## config.mk

```make
export PLATFORM = sky130hd
export DESIGN_NAME = bitmap_chunk_allocator_flat
export DESIGN_NICKNAME = d
export VERILOG_FILES = /design/src/hw/rtl/bca_pkg.sv /design/src/hw/rtl/bca_if.sv /design/src/hw/rtl/bca_div.sv /design/src/hw/rtl/bitmap_chunk_allocator.sv /design/src/flat_wrapper.sv
export SDC_FILE = /design/constraint.sdc
export NUM_CORES = 2
export LEC_CHECK = 0
export BUFFER_PORTS_ARGS = -buffer_cell sky130_fd_sc_hd__buf_2
export CORE_ASPECT_RATIO = 0.8
export CORE_MARGIN = 10
export CORE_UTILIZATION = 60
export DETAILED_ROUTE_END_ITERATION = 10
export GPL_ROUTABILITY_DRIVEN = 0
export PLACE_DENSITY = 0.86
export SLEW_MARGIN = 20
export SYNTH_ARGS = -nofsm -noshare
export SYNTH_HDL_FRONTEND = slang
export SYNTH_HIERARCHICAL = 1
export SYNTH_SLANG_ARGS = --single-unit
```

## constraint.sdc

```tcl
create_clock -name clk -period 27.9 [get_ports clk]
set_input_delay 2.79 -clock clk [delete_from_list [all_inputs] [get_ports clk]]
set_output_delay 2.79 -clock clk [all_outputs]
set_load 0.1 [all_outputs]
```

## src/hw/rtl/bca_pkg.sv

```systemverilog
// Shared widths, codes and register indexes of the bitmap chunk allocator.
`timescale 1ns / 1ps

package bca_pkg;

    // Fixed field widths.
    localparam int ADDR_W        = 32;
    localparam int SIZE_W        = 17;
    localparam int COUNT_W       = 11;
    localparam int CFG_IDX_W     = 2;
    localparam int CFG_DATA_W    = 32;

    // Bitmap word geometry.
    localparam int MAP_WORD_BITS  = 32;
    localparam int MAP_WORD_SHIFT = 5;

    // Divider step counter width.
    localparam int DIV_STEP_W = $clog2(ADDR_W);

    // Register indexes of the configuration port.
    localparam logic [CFG_IDX_W-1:0] REG_BASE_ADDRESS = 2'd0;
    localparam logic [CFG_IDX_W-1:0] REG_CHUNK_SIZE   = 2'd1;
    localparam logic [CFG_IDX_W-1:0] REG_CHUNK_COUNT  = 2'd2;

    // Reset values of the configuration registers.
    localparam logic [ADDR_W-1:0]  BASE_ADDRESS_RST = 32'd0;
    localparam logic [SIZE_W-1:0]  CHUNK_SIZE_RST   = 17'd64;
    localparam logic [COUNT_W-1:0] CHUNK_COUNT_RST  = 11'd1024;

    // Request kinds.
    localparam logic REQ_ALLOC = 1'b0;
    localparam logic REQ_FREE  = 1'b1;

    // Response status codes.
    typedef enum logic [1:0] {
        ST_OK    = 2'd0,
        ST_FULL  = 2'd1,
        ST_RANGE = 2'd2
    } status_t;

endpackage

```

## src/hw/rtl/bca_if.sv

```systemverilog
// Valid/ready channel interfaces for allocator requests and responses.
`timescale 1ns / 1ps

interface bca_req_if;
    logic                       valid;
    logic                       ready;
    logic                       req_type;
    logic [bca_pkg::ADDR_W-1:0] free_address;

    modport source (output valid, output req_type, output free_address, input ready);
    modport sink   (input valid, input req_type, input free_address, output ready);
endinterface

interface bca_rsp_if;
    logic                       valid;
    logic                       ready;
    bca_pkg::status_t           status;
    logic [bca_pkg::ADDR_W-1:0] chunk_address;

    modport source (output valid, output status, output chunk_address, input ready);
    modport sink   (input valid, input status, input chunk_address, output ready);
endinterface

```

## src/hw/rtl/bca_div.sv

```systemverilog
// Restoring divider, one quotient bit per cycle, for free-address offsets.
`timescale 1ns / 1ps

module bca_div
(
    input  logic                       clk,
    input  logic                       rst_n,
    input  logic                       start,
    input  logic [bca_pkg::ADDR_W-1:0] dividend,
    input  logic [bca_pkg::SIZE_W-1:0] divisor,
    output logic                       done,
    output logic [bca_pkg::ADDR_W-1:0] quotient
);
    import bca_pkg::*;

    logic                  busy_reg, busy_next;
    logic                  done_reg, done_next;
    logic [DIV_STEP_W-1:0] step_reg, step_next;
    logic [SIZE_W-1:0]     rem_reg, rem_next;
    logic [SIZE_W-1:0]     dsr_reg, dsr_next;
    logic [ADDR_W-1:0]     quo_reg, quo_next;

    logic [SIZE_W:0] trial;
    logic [SIZE_W:0] diff;
    logic            fits;

    // One restoring step: shift in the next dividend bit and try a subtract.
    always_comb
    begin
        trial = {rem_reg, quo_reg[ADDR_W-1]};
        diff  = trial - {1'b0, dsr_reg};
        fits  = (trial >= {1'b0, dsr_reg});
    end

    // Step sequencing.
    always_comb
    begin
        busy_next = busy_reg;
        done_next = 1'b0;
        step_next = step_reg;
        rem_next  = rem_reg;
        dsr_next  = dsr_reg;
        quo_next  = quo_reg;
        if (start)
        begin
            busy_next = 1'b1;
            step_next = '0;
            rem_next  = '0;
            dsr_next  = divisor;
            quo_next  = dividend;
        end
        else if (busy_reg)
        begin
            rem_next  = fits ? diff[SIZE_W-1:0] : trial[SIZE_W-1:0];
            quo_next  = {quo_reg[ADDR_W-2:0], fits};
            step_next = step_reg + 1'b1;
            if (step_reg == DIV_STEP_W'(ADDR_W - 1))
            begin
                busy_next = 1'b0;
                done_next = 1'b1;
            end
        end
    end

    always_ff @(posedge clk or negedge rst_n)
    begin
        if (!rst_n)
        begin
            busy_reg <= 1'b0;
            done_reg <= 1'b0;
            step_reg <= '0;
        end
        else
        begin
            busy_reg <= busy_next;
            done_reg <= done_next;
            step_reg <= step_next;
        end
    end

    always_ff @(posedge clk)
    begin
        rem_reg <= rem_next;
        dsr_reg <= dsr_next;
        quo_reg <= quo_next;
    end

    assign done     = done_reg;
    assign quotient = quo_reg;

endmodule

```

## src/hw/rtl/bitmap_chunk_allocator.sv

```systemverilog
// Top level of the bitmap chunk allocator: config, sequencer and bitmap memory.
//
//   Channel   Dir   Beat contents                    Handshake
//   -------   ---   ------------------------------   ------------------
//   cfg       in    cfg_index, cfg_data              cfg_wr_en
//   req       in    req_type, free_address           req.valid/req.ready
//   rsp       out   status, chunk_address            rsp.valid/rsp.ready
//
// One request is in work at a time. An allocate scans the bitmap, reading one bitmap word
// per cycle, then a multiply and an add form the address. A free waits on the 32-step
// divider that turns the offset into a chunk index, unless the address is out of range.
// req.ready rises with rsp.valid. After reset the bitmap is cleared one word per cycle
// while req.ready stays low. A finished response waits in an output register; the next
// request is taken while it waits, and only its own response stalls until rsp.ready
// frees that register.
`timescale 1ns / 1ps

module bitmap_chunk_allocator
#(
    parameter int MAX_CHUNKS = 1024
)
(
    input  logic                           clk,
    input  logic                           rst_n,
    input  logic                           cfg_wr_en,
    input  logic [bca_pkg::CFG_IDX_W-1:0]  cfg_index,
    input  logic [bca_pkg::CFG_DATA_W-1:0] cfg_data,
    bca_req_if.sink                        req,
    bca_rsp_if.source                      rsp
);
    import bca_pkg::*;

    localparam int MAP_WORDS = (MAX_CHUNKS + MAP_WORD_BITS - 1) / MAP_WORD_BITS;
    localparam int WADDR_W   = (MAP_WORDS > 1) ? $clog2(MAP_WORDS) : 1;
    localparam int IDX_W     = (MAX_CHUNKS > 1) ? $clog2(MAX_CHUNKS) : 1;
    localparam int CNT_W     = $clog2(MAX_CHUNKS + 1);
    localparam int PROD_W    = IDX_W + SIZE_W;

    typedef enum logic [11:0] {
        S_CLEAR = 12'b0000_0000_0001,
        S_IDLE  = 12'b0000_0000_0010,
        S_SCAN  = 12'b0000_0000_0100,
        S_AMUL  = 12'b0000_0000_1000,
        S_AADD  = 12'b0000_0001_0000,
        S_FCHK  = 12'b0000_0010_0000,
        S_FCMP  = 12'b0000_0100_0000,
        S_FDIV  = 12'b0000_1000_0000,
        S_FRD   = 12'b0001_0000_0000,
        S_FWR   = 12'b0010_0000_0000,
        S_DONE  = 12'b0100_0000_0000,
        S_SPARE = 12'b1000_0000_0000
    } state_t;

    // Configuration registers.
    logic [ADDR_W-1:0]  base_reg;
    logic [SIZE_W-1:0]  size_reg;
    logic [COUNT_W-1:0] count_reg;

    // Sequencer state.
    state_t             state_reg, state_next;
    logic [WADDR_W-1:0] word_reg, word_next;
    logic [IDX_W-1:0]   idx_reg, idx_next;
    logic [ADDR_W-1:0]  addr_reg, addr_next;
    logic [PROD_W-1:0]  prod_reg, prod_next;
    status_t            res_status_reg, res_status_next;
    logic [ADDR_W-1:0]  res_addr_reg, res_addr_next;
    logic               out_valid_reg, out_valid_next;
    status_t            out_status_reg, out_status_next;
    logic [ADDR_W-1:0]  out_addr_reg, out_addr_next;

    // Bitmap memory.
    logic [MAP_WORD_BITS-1:0] map_mem [MAP_WORDS];
    logic [MAP_WORD_BITS-1:0] mem_rdata_reg;
    logic                     mem_we;
    logic [WADDR_W-1:0]       mem_waddr;
    logic [MAP_WORD_BITS-1:0] mem_wdata;
    logic [WADDR_W-1:0]       rd_addr;

    // Derived configuration and datapath signals.
    logic [SIZE_W-1:0]         eff_size;
    logic [31:0]               eff_cnt32;
    logic [CNT_W-1:0]          eff_cnt;
    logic [IDX_W-1:0]          mul_a;
    logic [PROD_W-1:0]         mul_prod;
    logic [31:0]               rem32;
    logic [MAP_WORD_BITS-1:0]  avail;
    logic [MAP_WORD_SHIFT-1:0] free_pos;
    logic                      free_found;
    logic                      scan_last;
    logic [WADDR_W-1:0]        idx_word;
    logic [MAP_WORD_SHIFT-1:0] idx_bit;
    logic                      req_accept;
    logic                      out_free;
    logic                      div_start;
    logic                      div_done;
    logic [ADDR_W-1:0]         div_quo;

    // Configuration writes; indexes beyond the list are dropped.
    always_ff @(posedge clk or negedge rst_n)
    begin
        if (!rst_n)
        begin
            base_reg  <= BASE_ADDRESS_RST;
            size_reg  <= CHUNK_SIZE_RST;
            count_reg <= CHUNK_COUNT_RST;
        end
        else if (cfg_wr_en)
        begin
            case (cfg_index)
                REG_BASE_ADDRESS: base_reg  <= cfg_data[ADDR_W-1:0];
                REG_CHUNK_SIZE:   size_reg  <= cfg_data[SIZE_W-1:0];
                REG_CHUNK_COUNT:  count_reg <= cfg_data[COUNT_W-1:0];
                default:          ;
            endcase
        end
    end

    // Effective size (zero acts as one) and count (clamped to capacity).
    always_comb
    begin
        eff_size  = (size_reg == '0) ? SIZE_W'(1) : size_reg;
        eff_cnt32 = (32'(count_reg) > 32'(MAX_CHUNKS)) ? 32'(MAX_CHUNKS) : 32'(count_reg);
        eff_cnt   = CNT_W'(eff_cnt32);
    end

    // Shared multiplier: chunk index times size, or last chunk index times size.
    always_comb
    begin
        mul_a    = (state_reg == S_FCHK) ? IDX_W'(eff_cnt32 - 32'd1) : idx_reg;
        mul_prod = PROD_W'(mul_a) * PROD_W'(eff_size);
    end

    // Lowest free chunk in the word under scan, limited to chunks below the count.
    always_comb
    begin
        rem32 = eff_cnt32 - (32'(word_reg) << MAP_WORD_SHIFT);
        for (int b = 0; b < MAP_WORD_BITS; b++)
        begin
            avail[b] = ~mem_rdata_reg[b] && (rem32 > 32'(b));
        end
        free_pos = '0;
        for (int b = MAP_WORD_BITS - 1; b >= 0; b--)
        begin
            if (avail[b])
            begin
                free_pos = MAP_WORD_SHIFT'(b);
            end
        end
        free_found = (avail != '0);
        scan_last  = (((32'(word_reg) + 32'd1) << MAP_WORD_SHIFT) >= eff_cnt32);
        idx_word   = WADDR_W'(32'(idx_reg) >> MAP_WORD_SHIFT);
        idx_bit    = MAP_WORD_SHIFT'(32'(idx_reg));
    end

    assign req_accept = req.valid && req.ready;
    assign out_free   = !out_valid_reg || rsp.ready;

    // Sequencer.
    always_comb
    begin
        state_next      = state_reg;
        word_next       = word_reg;
        idx_next        = idx_reg;
        addr_next       = addr_reg;
        prod_next       = prod_reg;
        res_status_next = res_status_reg;
        res_addr_next   = res_addr_reg;
        out_valid_next  = out_valid_reg && !rsp.ready;
        out_status_next = out_status_reg;
        out_addr_next   = out_addr_reg;
        mem_we          = 1'b0;
        mem_waddr       = word_reg;
        mem_wdata       = '0;
        rd_addr         = word_reg;
        div_start       = 1'b0;

        case (state_reg)
            S_CLEAR:
            begin
                mem_we = 1'b1;
                if (word_reg == WADDR_W'(MAP_WORDS - 1))
                begin
                    state_next = S_IDLE;
                end
                else
                begin
                    word_next = word_reg + 1'b1;
                end
            end

            S_IDLE:
            begin
                rd_addr = '0;
                if (req_accept)
                begin
                    word_next = '0;
                    addr_next = req.free_address;
                    state_next = (req.req_type == REQ_FREE) ? S_FCHK : S_SCAN;
                end
            end

            S_SCAN:
            begin
                // Read the next word while the current one is checked.
                rd_addr = word_reg + 1'b1;
                if (free_found)
                begin
                    mem_we     = 1'b1;
                    mem_wdata  = mem_rdata_reg | (MAP_WORD_BITS'(1) << free_pos);
                    idx_next   = IDX_W'({word_reg, free_pos});
                    state_next = S_AMUL;
                end
                else if (scan_last)
                begin
                    res_status_next = ST_FULL;
                    res_addr_next   = '0;
                    state_next      = S_DONE;
                end
                else
                begin
                    word_next = word_reg + 1'b1;
                end
            end

            S_AMUL:
            begin
                prod_next  = mul_prod;
                state_next = S_AADD;
            end

            S_AADD:
            begin
                res_status_next = ST_OK;
                res_addr_next   = base_reg + ADDR_W'(prod_reg);
                state_next      = S_DONE;
            end

            S_FCHK:
            begin
                if (eff_cnt == '0 || addr_reg < base_reg)
                begin
                    res_status_next = ST_RANGE;
                    res_addr_next   = '0;
                    state_next      = S_DONE;
                end
                else
                begin
                    addr_next  = addr_reg - base_reg;
                    prod_next  = mul_prod;
                    state_next = S_FCMP;
                end
            end

            S_FCMP:
            begin
                if (64'(addr_reg) > 64'(prod_reg))
                begin
                    res_status_next = ST_RANGE;
                    res_addr_next   = '0;
                    state_next      = S_DONE;
                end
                else
                begin
                    div_start  = 1'b1;
                    state_next = S_FDIV;
                end
            end

            S_FDIV:
            begin
                if (div_done)
                begin
                    idx_next   = IDX_W'(div_quo);
                    state_next = S_FRD;
                end
            end

            S_FRD:
            begin
                rd_addr    = idx_word;
                state_next = S_FWR;
            end

            S_FWR:
            begin
                mem_we          = 1'b1;
                mem_waddr       = idx_word;
                mem_wdata       = mem_rdata_reg & ~(MAP_WORD_BITS'(1) << idx_bit);
                res_status_next = ST_OK;
                res_addr_next   = '0;
                state_next      = S_DONE;
            end

            S_DONE:
            begin
                if (out_free)
                begin
                    out_valid_next  = 1'b1;
                    out_status_next = res_status_reg;
                    out_addr_next   = res_addr_reg;
                    state_next      = S_IDLE;
                end
            end

            default:
            begin
                state_next = S_IDLE;
            end
        endcase
    end

    // Control registers.
    always_ff @(posedge clk or negedge rst_n)
    begin
        if (!rst_n)
        begin
            state_reg     <= S_CLEAR;
            word_reg      <= '0;
            out_valid_reg <= 1'b0;
        end
        else
        begin
            state_reg     <= state_next;
            word_reg      <= word_next;
            out_valid_reg <= out_valid_next;
        end
    end

    // Payload registers.
    always_ff @(posedge clk)
    begin
        idx_reg        <= idx_next;
        addr_reg       <= addr_next;
        prod_reg       <= prod_next;
        res_status_reg <= res_status_next;
        res_addr_reg   <= res_addr_next;
        out_status_reg <= out_status_next;
        out_addr_reg   <= out_addr_next;
    end

    // Bitmap memory: one write and one registered read per cycle.
    always_ff @(posedge clk)
    begin
        if (mem_we)
        begin
            map_mem[mem_waddr] <= mem_wdata;
        end
        mem_rdata_reg <= map_mem[rd_addr];
    end

    // Offset to chunk index.
    bca_div u_div
    (
        .clk      (clk),
        .rst_n    (rst_n),
        .start    (div_start),
        .dividend (addr_reg),
        .divisor  (eff_size),
        .done     (div_done),
        .quotient (div_quo)
    );

    assign req.ready         = (state_reg == S_IDLE);
    assign rsp.valid         = out_valid_reg;
    assign rsp.status        = out_status_reg;
    assign rsp.chunk_address = out_addr_reg;

endmodule

```

## src/flat_wrapper.sv

```systemverilog
// flat-port wrapper written by rule: the top's interface ports become plain ports
module bitmap_chunk_allocator_flat import bca_pkg::*;
#(
    parameter int MAX_CHUNKS = 1024
)
  (clk, rst_n, cfg_wr_en, cfg_index, cfg_data, req_valid, req_req_type, req_free_address, req_ready, rsp_valid, rsp_status, rsp_chunk_address, rsp_ready);
  bca_req_if req_i ();
  bca_rsp_if rsp_i ();
  input  logic clk;
  input  logic rst_n;
  input  logic cfg_wr_en;
  input  logic [bca_pkg::CFG_IDX_W-1:0] cfg_index;
  input  logic [bca_pkg::CFG_DATA_W-1:0] cfg_data;
  input wire logic [$bits(req_i.valid)-1:0] req_valid;
  input wire logic [$bits(req_i.req_type)-1:0] req_req_type;
  input wire logic [$bits(req_i.free_address)-1:0] req_free_address;
  output wire logic [$bits(req_i.ready)-1:0] req_ready;
  output wire logic [$bits(rsp_i.valid)-1:0] rsp_valid;
  output wire logic [$bits(rsp_i.status)-1:0] rsp_status;
  output wire logic [$bits(rsp_i.chunk_address)-1:0] rsp_chunk_address;
  input wire logic [$bits(rsp_i.ready)-1:0] rsp_ready;
  assign req_i.valid = req_valid;
  assign req_i.req_type = req_req_type;
  assign req_i.free_address = req_free_address;
  assign req_ready = req_i.ready;
  assign rsp_valid = rsp_i.valid;
  assign rsp_status = rsp_i.status;
  assign rsp_chunk_address = rsp_i.chunk_address;
  assign rsp_i.ready = rsp_ready;
  bitmap_chunk_allocator #(.MAX_CHUNKS(MAX_CHUNKS)) u_core (.clk(clk), .rst_n(rst_n), .cfg_wr_en(cfg_wr_en), .cfg_index(cfg_index), .cfg_data(cfg_data), .req(req_i), .rsp(rsp_i));
endmodule
```

* After elaboration in Yosys (flattened, before gate mapping)
Memories as Yosys holds them, arrays and structs flattened. A register that Yosys moved wholly into a read port is not among the register bits.
Index checks and enable logic that the tools add are counted.
** Word-level totals
- Memory bits (writable) :: 1024
- Memories :: 1
- Logic and storage cells :: 284
- Register bits after elaboration :: 288
** Memories
- u_core.map_mem :: words 32, bits a word 32, read ports 1, clocked after Yosys merged registers in 1, write ports 1, line bitmap_chunk_allocator.sv:72 : logic [MAP_WORD_BITS-1:0] map_mem [MAP_WORDS];
** Cells by class
- Reduce and logical (&&, ||, !) cells :: 62
- Multipliers :: 1
- Muxes and demuxes :: 91
- $lt $le $gt $ge :: 37
- Add/subtract/negate cells :: 8
- Bitwise gates (word level) :: 35
- Shift-type cells :: 2
- Equal/unequal tests :: 28
** Operators by type and width (count)
- $gt 32x5->1 const B :: 16
- $mux 32 :: 9
- $gt 32x4->1 const B :: 8
- $mux 5 :: 39
- $pmux 32 s5 :: 1
- $gt 32x3->1 const B :: 4
- $pmux 32 s2 :: 2
- $pmux 12 s10 :: 1
- $mux 12 :: 6
- $gt 32x1->1 const B :: 2
- $gt 32x2->1 const B :: 2
- $shl 1x5->32 const A :: 2
- $pmux 27 s2 :: 1
- $logic_and 1x1->1 :: 34
- $mux 17 :: 2
- $mux 11 :: 3
- $add 32x27->32 :: 1
- $and 32x32->32 :: 1
- $gt 32x27->1 :: 1
- $lt 32x32->1 :: 1
- $not 1->1 :: 32
- $not 32->32 :: 1
- $or 32x32->32 :: 1
- $reduce_bool 32->1 :: 1
- 49 further kinds :: 93

* Logic depth before layout (Yosys ltp)
- Depth in word-level cells :: 41
- Depth in mapped cells :: 31

* Cells and area by module
Netlist, hierarchy kept.
** Modules (own cells, without submodules)
- bitmap_chunk_allocator :: area an instance 60789.6 um^2, cells each 5229, instances 1
- bca_div :: area an instance 3883.7 um^2, cells each 328, instances 1

* Worst setup path before layout
OpenSTA, ideal clock, no wires.
- Path kind :: flip-flop to flip-flop
- Start :: register u_core.count_reg[10]
- End :: register u_core.res_addr_reg[0], enable pin
- Path buffers :: 3
- Clock period less this slack :: 9.495 ns
- Setup slack :: 18.405 ns
- Stages on the path, launching flop included :: 19
- Arrival time :: 8.901 ns
- Cell sequence :: dfstp_2 buf_2 inv_1 clkbuf_1 nand2_1 ha_1 inv_1 ha_1 a211o_1 o211ai_1 maj3_2 mux2i_4 buf_2 a31oi_1 nor4_1 nand4_1 o31ai_4 inv_2 a2111oi_0
** On the way
- Longest elaborated chain between the ends :: 8
- Elaborated cells on any way between the ends :: 75
** Ends and longest elaborated chain
- start: declaration :: line bitmap_chunk_allocator.sv:57 : logic [COUNT_W-1:0] count_reg;
- start signal: assignment :: line bitmap_chunk_allocator.sv:112 : REG_CHUNK_COUNT: count_reg <= cfg_data[COUNT_W-1:0];
- $gt 11x11->1 :: line bitmap_chunk_allocator.sv:122 : eff_cnt32 = (32'(count_reg) > 32'(MAX_CHUNKS)) ? 32'(MAX_CHUNKS) : 32'(count_reg);
- $mux 11 * :: line bitmap_chunk_allocator.sv:122
- $sub 11x10->12 :: line bitmap_chunk_allocator.sv:136 : rem32 = eff_cnt32 - (32'(word_reg) << MAP_WORD_SHIFT);
- $gt 32x1->1, or another cell as far along :: line bitmap_chunk_allocator.sv:139 : avail[b] = ~mem_rdata_reg[b] && (rem32 > 32'(b));
- $logic_and 1x1->1 :: line bitmap_chunk_allocator.sv:139
- $reduce_bool 32->1 :: line bitmap_chunk_allocator.sv:149 : free_found = (avail != '0);
- $ne 2x2->1 (no line)
- $reduce_and 5->1 (no line) *
- end signal: assignment :: line bitmap_chunk_allocator.sv:336 : res_addr_reg <= res_addr_next;
- end: declaration :: line bitmap_chunk_allocator.sv:66 : logic [ADDR_W-1:0] res_addr_reg, res_addr_next;
Mark *: on every way between the ends. The rest lies on a longest branch, timed or not.
A chain may end at the register's enable or synchronous reset.

* Worst setup path in the final report
- Start :: register u_core.state_reg[10]
- End :: register u_core.prod_reg[26] (data pin)
** On the way
- Longest elaborated chain between the ends :: 5
- Elaborated cells on any way between the ends :: 6
** Ends and longest elaborated chain
- start: declaration :: line bitmap_chunk_allocator.sv:60 : state_t state_reg, state_next;
- start signal: assignment :: line bitmap_chunk_allocator.sv:323 : state_reg <= state_next;
- $eq 12x6->1 * :: line bitmap_chunk_allocator.sv:129 : mul_a = (state_reg == S_FCHK) ? IDX_W'(eff_cnt32 - 32'd1) : idx_reg;
- $mux 10 * :: line bitmap_chunk_allocator.sv:129
- $mul 10x17->27 * :: line bitmap_chunk_allocator.sv:130 : mul_prod = PROD_W'(mul_a) * PROD_W'(eff_size);
- via u_core.mul_prod[26] :: line bitmap_chunk_allocator.sv:84 : logic [PROD_W-1:0] mul_prod;
- $mux 27 :: line bitmap_chunk_allocator.sv:240 : if (eff_cnt == '0 || addr_reg < base_reg)
- $pmux 27 s2 * :: line bitmap_chunk_allocator.sv:177 : case (state_reg)
- end signal: assignment :: line bitmap_chunk_allocator.sv:334 : prod_reg <= prod_next;
- end: declaration :: line bitmap_chunk_allocator.sv:64 : logic [PROD_W-1:0] prod_reg, prod_next;
Mark *: on every way through the listed nets, which the timed path passes. The rest lies on a longest branch. The select of a mux whose other input is x is not followed.

==> metrics.md <==
| Metric | Value |
|---|---|
| Initial antenna violation count | 3 |
| Die Wd | about 390 um |
| Req. time, crit path | approximately 28 ns |
| Gate count after technology mapping | 5,557 |
| Max reg flops | between 1,000 and 1,500 |
| Critical path's largest stage delay | between 0.7 and 0.8 ns |
| Synth unique cells | a little over 100 |
| Wirelength, routed | roughly 180 mm |
| Hold buffers post-CTS | 0 |
| Sum Neg Setup Slack | 0 ns |
| Clock Skew | just under 0.08 ns |
| Inserted Clock Buffers | ~120 |
| Final HPWL DP | slightly above 100 mm |
| Clock power frac | 0.182 |
| Crit path time final | approximately 8.6 ns |
| Routed Antenna Nets | 0 |
| Worst endpoint data arrival time | 9.08 ns |
| CTS tree | built |
| Tot GR Track Use | 0.281 |
| Clock Path Buffers | 3 |
| # clock sinks | approximately 1,300 |
| Setup Buffers After CTS | 0 |
| Number of flops mapped to enable cells by yosys | 1,210 |
| Synth Cell Area | around 65,000 um2 |
| Gr busiest metal | met2 |
| Synth top area share | 0.562 |
| Synthesis Warnings | 6 |
| Fraction of layout cells with a size suffix above 1 | 0.100 |
| Unrepaired setup endpoints after global routing | false |
| Global-route wire length before repair | approximately 270 mm |
| Row cnt | roughly 110 |
| Clk_lat worst skew | about 0.77 ns |
| Core area | ~110,000 um2 |
| Vias in the first global route | between 40,000 and 50,000 |
| Status | finished clean |
| Max Cap Viol | 0 |
| CP Class | flop to flop |
| Yosys top cell by area | edfxtp_1 |
| GR Util met2 | 0.428 |
| Largest delay share family, worst path | compound AO/OA/AOI/OAI gates |
| Post-synth ARST share | 0.0625 |
| Final setup violation count | 0 |
| Crit-path slowest cell | o21ai_2 |
| Per-cell routed wire length | 25.1 um |
| CP startpoint | u_core/state_reg[10] |
| DRC Markers | 0 |
| Syn Area/Cell | approximately 12 um2 |
| Hold_sp | u_core/res_addr_reg[5] |
| Boundary Pins | roughly 110 |
| Comb power frac | 0.522 |
| # port buffers | around 110 |
| Slew HR | 0.179 |
| Worst setup margin | 19.29 ns |
| Initial Utilization | 0.606 |
| Vias | 46,867 |
| Worst vdd ir | approximately 0.28 mV |
| Switch Pwr | between 3 and 4 mW |
| Crit Path Max Fanout | 73 |
| CTS root buf | clkbuf_16 |
| H-tree depth | 3 |
| Most frequent cell on the critical path | fa_1 |
| Pre-Repair DR Iteration Count | 7 |
| FF+latch count, synth | approximately 1,300 |
| Grt total ovfl | 0 |
| Vias/cell | ~6.6 |
| Maximum clock frequency | between 100 and 150 MHz |
| Synth Flop Type | edfxtp_1 |
| Max-slew violations | 0 |
| Leak | between 20 and 30 nW |
| Final hold slack | a little over 0.4 ns |
| Synth-to-Final Area Change | 9.72% |
| Number of nets in the layout | roughly 6,000 |
| Final period utilization | 0.309 |
| DR iter-0 viols | a little over 7,000 |
| CP Launch Type | flop |
| Ranking of synthesized cells by area | edfxtp_1 (56%), nand2_1 (7.6%), fa_1 (3.7%) |
| Clock transition at path regs | 0.07 ns |
| Die area | ~120,000 um2 |
| Fillers | roughly 6,900 |
| Final core occ | 0.665 |
| Hold WC Path Type | flop to flop |
| Syn_nets | between 5,000 and 6,000 |
| Register with the most flip-flops | u_core/map_mem |
| Synth top cells by count | nand2_1 (1,307), edfxtp_1 (1,210), clkbuf_1 (261) |
| R2r startpoint | u_core/state_reg[10] |
| CP endpoint kind | flop |
| Final hold vios | 0 |
| Sequential share of power | 0.296 |
| Seq/Total Area, Yosys | 0.610 |
| Place WS | slightly below 20 ns |
| Most frequent cell after synthesis | nand2_1 |
| Die height | 314 um |
| Pwr Density | around 130 nW/um2 |
| GR Util met1 | 0.379 |
| Post_cts resized | 0 |
| Sw Ratio | 0.423 |
| Least-Margin Pin Slew | between 1 and 1.5 ns |
| Met3 Use GR | 0.0741 |
| P_int | 5.26 mW |
| Crit path buf inv count | 4 |
| Largest net degree at the start of global routing | 223 |
-- stage by stage --
step,instances,area (um2),power (mW)
finish,7061,71000,9.12
global route,7061,71000,9.71
CTS,7055,70800,9.00
detailed placement,6831,66800,7.32
global placement,6831,66800,7.11
floorplan,5557,64700,6.20
-- power groups by stage --
stage          clock, mW  sequential [mW]  combinational, mW
4_1_cts             1.67             2.68               4.65
2_1_floorplan          0             2.67               3.54
5_1_grt             1.75             2.70               5.26
6_report            1.66             2.70               4.76
3_5_place_dp           0             2.72               4.60
3_3_place_gp           0             2.72               4.39
-- cells by family (layout without fill, tap and decap cells) --
family | after synthesis | in the layout | share of synthesized area
adder cells (fa/ha/maj) | 304 | 304 | 0.0728
AND/OR/NAND/NOR | 2137 | 2137 | 0.148
other | 0 | 2 | 0
XOR/XNOR | 92 | 92 | 0.0126
AO/OA/AOI/OAI | 1050 | 1050 | 0.110
multiplexers | 77 | 77 | 0.0133
buffers and inverters | 554 | 639 | 0.0340
flip-flops | 1343 | 1343 | 0.610
-- cells in the final DEF (no fill, tap or decap), drive strengths merged, types with 40 or more instances in the layout --
master | synthesis | final
a21o | 84 | 84
o21ai | 218 | 218
clkbuf | 261 | 143
a21oi | 164 | 164
nor2 | 168 | 168
a31oi | 165 | 165
dfrtp | 81 | 81
and2 | 62 | 62
buf | 76 | 198
inv | 217 | 220
nor2b | 50 | 50
and3 | 207 | 207
fa | 121 | 121
xor2 | 40 | 40
a311oi | 133 | 133
nand3 | 164 | 164
xnor2 | 52 | 52
ha | 180 | 180
dfxtp | 49 | 49
a211oi | 120 | 120
nand2 | 1307 | 1307
clkinv | 0 | 61
mux2 | 63 | 63
edfxtp | 1210 | 1210
-- worst paths after layout --
kind	end	slack (ns)	depth (start not counted)
hold reg to reg	u_core/rsp.chunk_address[5]	0.42	0
hold / removal	u_core/rsp.chunk_address[5]	0.42	0
setup / recovery	u_core/prod_reg[26]	19.29	26
max in group asynchronous	u_core/state_reg[8]	24.68	2
setup reg to reg	u_core/prod_reg[26]	19.29	26
min in group asynchronous	u_core/base_reg[28]	1.93	1
-- final cells by class --
class	instances	area, um2	area share
tap	1417	1770	0.0250
inverter	217	815	0.0115
multi-input combinational	3660	23700	0.334
clock buffer	143	3120	0.0439
timing repair buffer	198	1320	0.0185
sequential	1343	39400	0.556
antenna	2	5.00	0.0000705
clock inverter	81	833	0.0117
-- layer usage --
metal / wire (um) / up-vias / part of all wire
li1: - / 20136 / -
met1: 64200 / 22613 / 0.36
met2: 79400 / 3492 / 0.45
met3: 25600 / 624 / 0.14
met4: 8220 / 2 / 0.046
met5: 13 / - / 0.000073
Note: power is estimated with default switching activity, not from simulation.
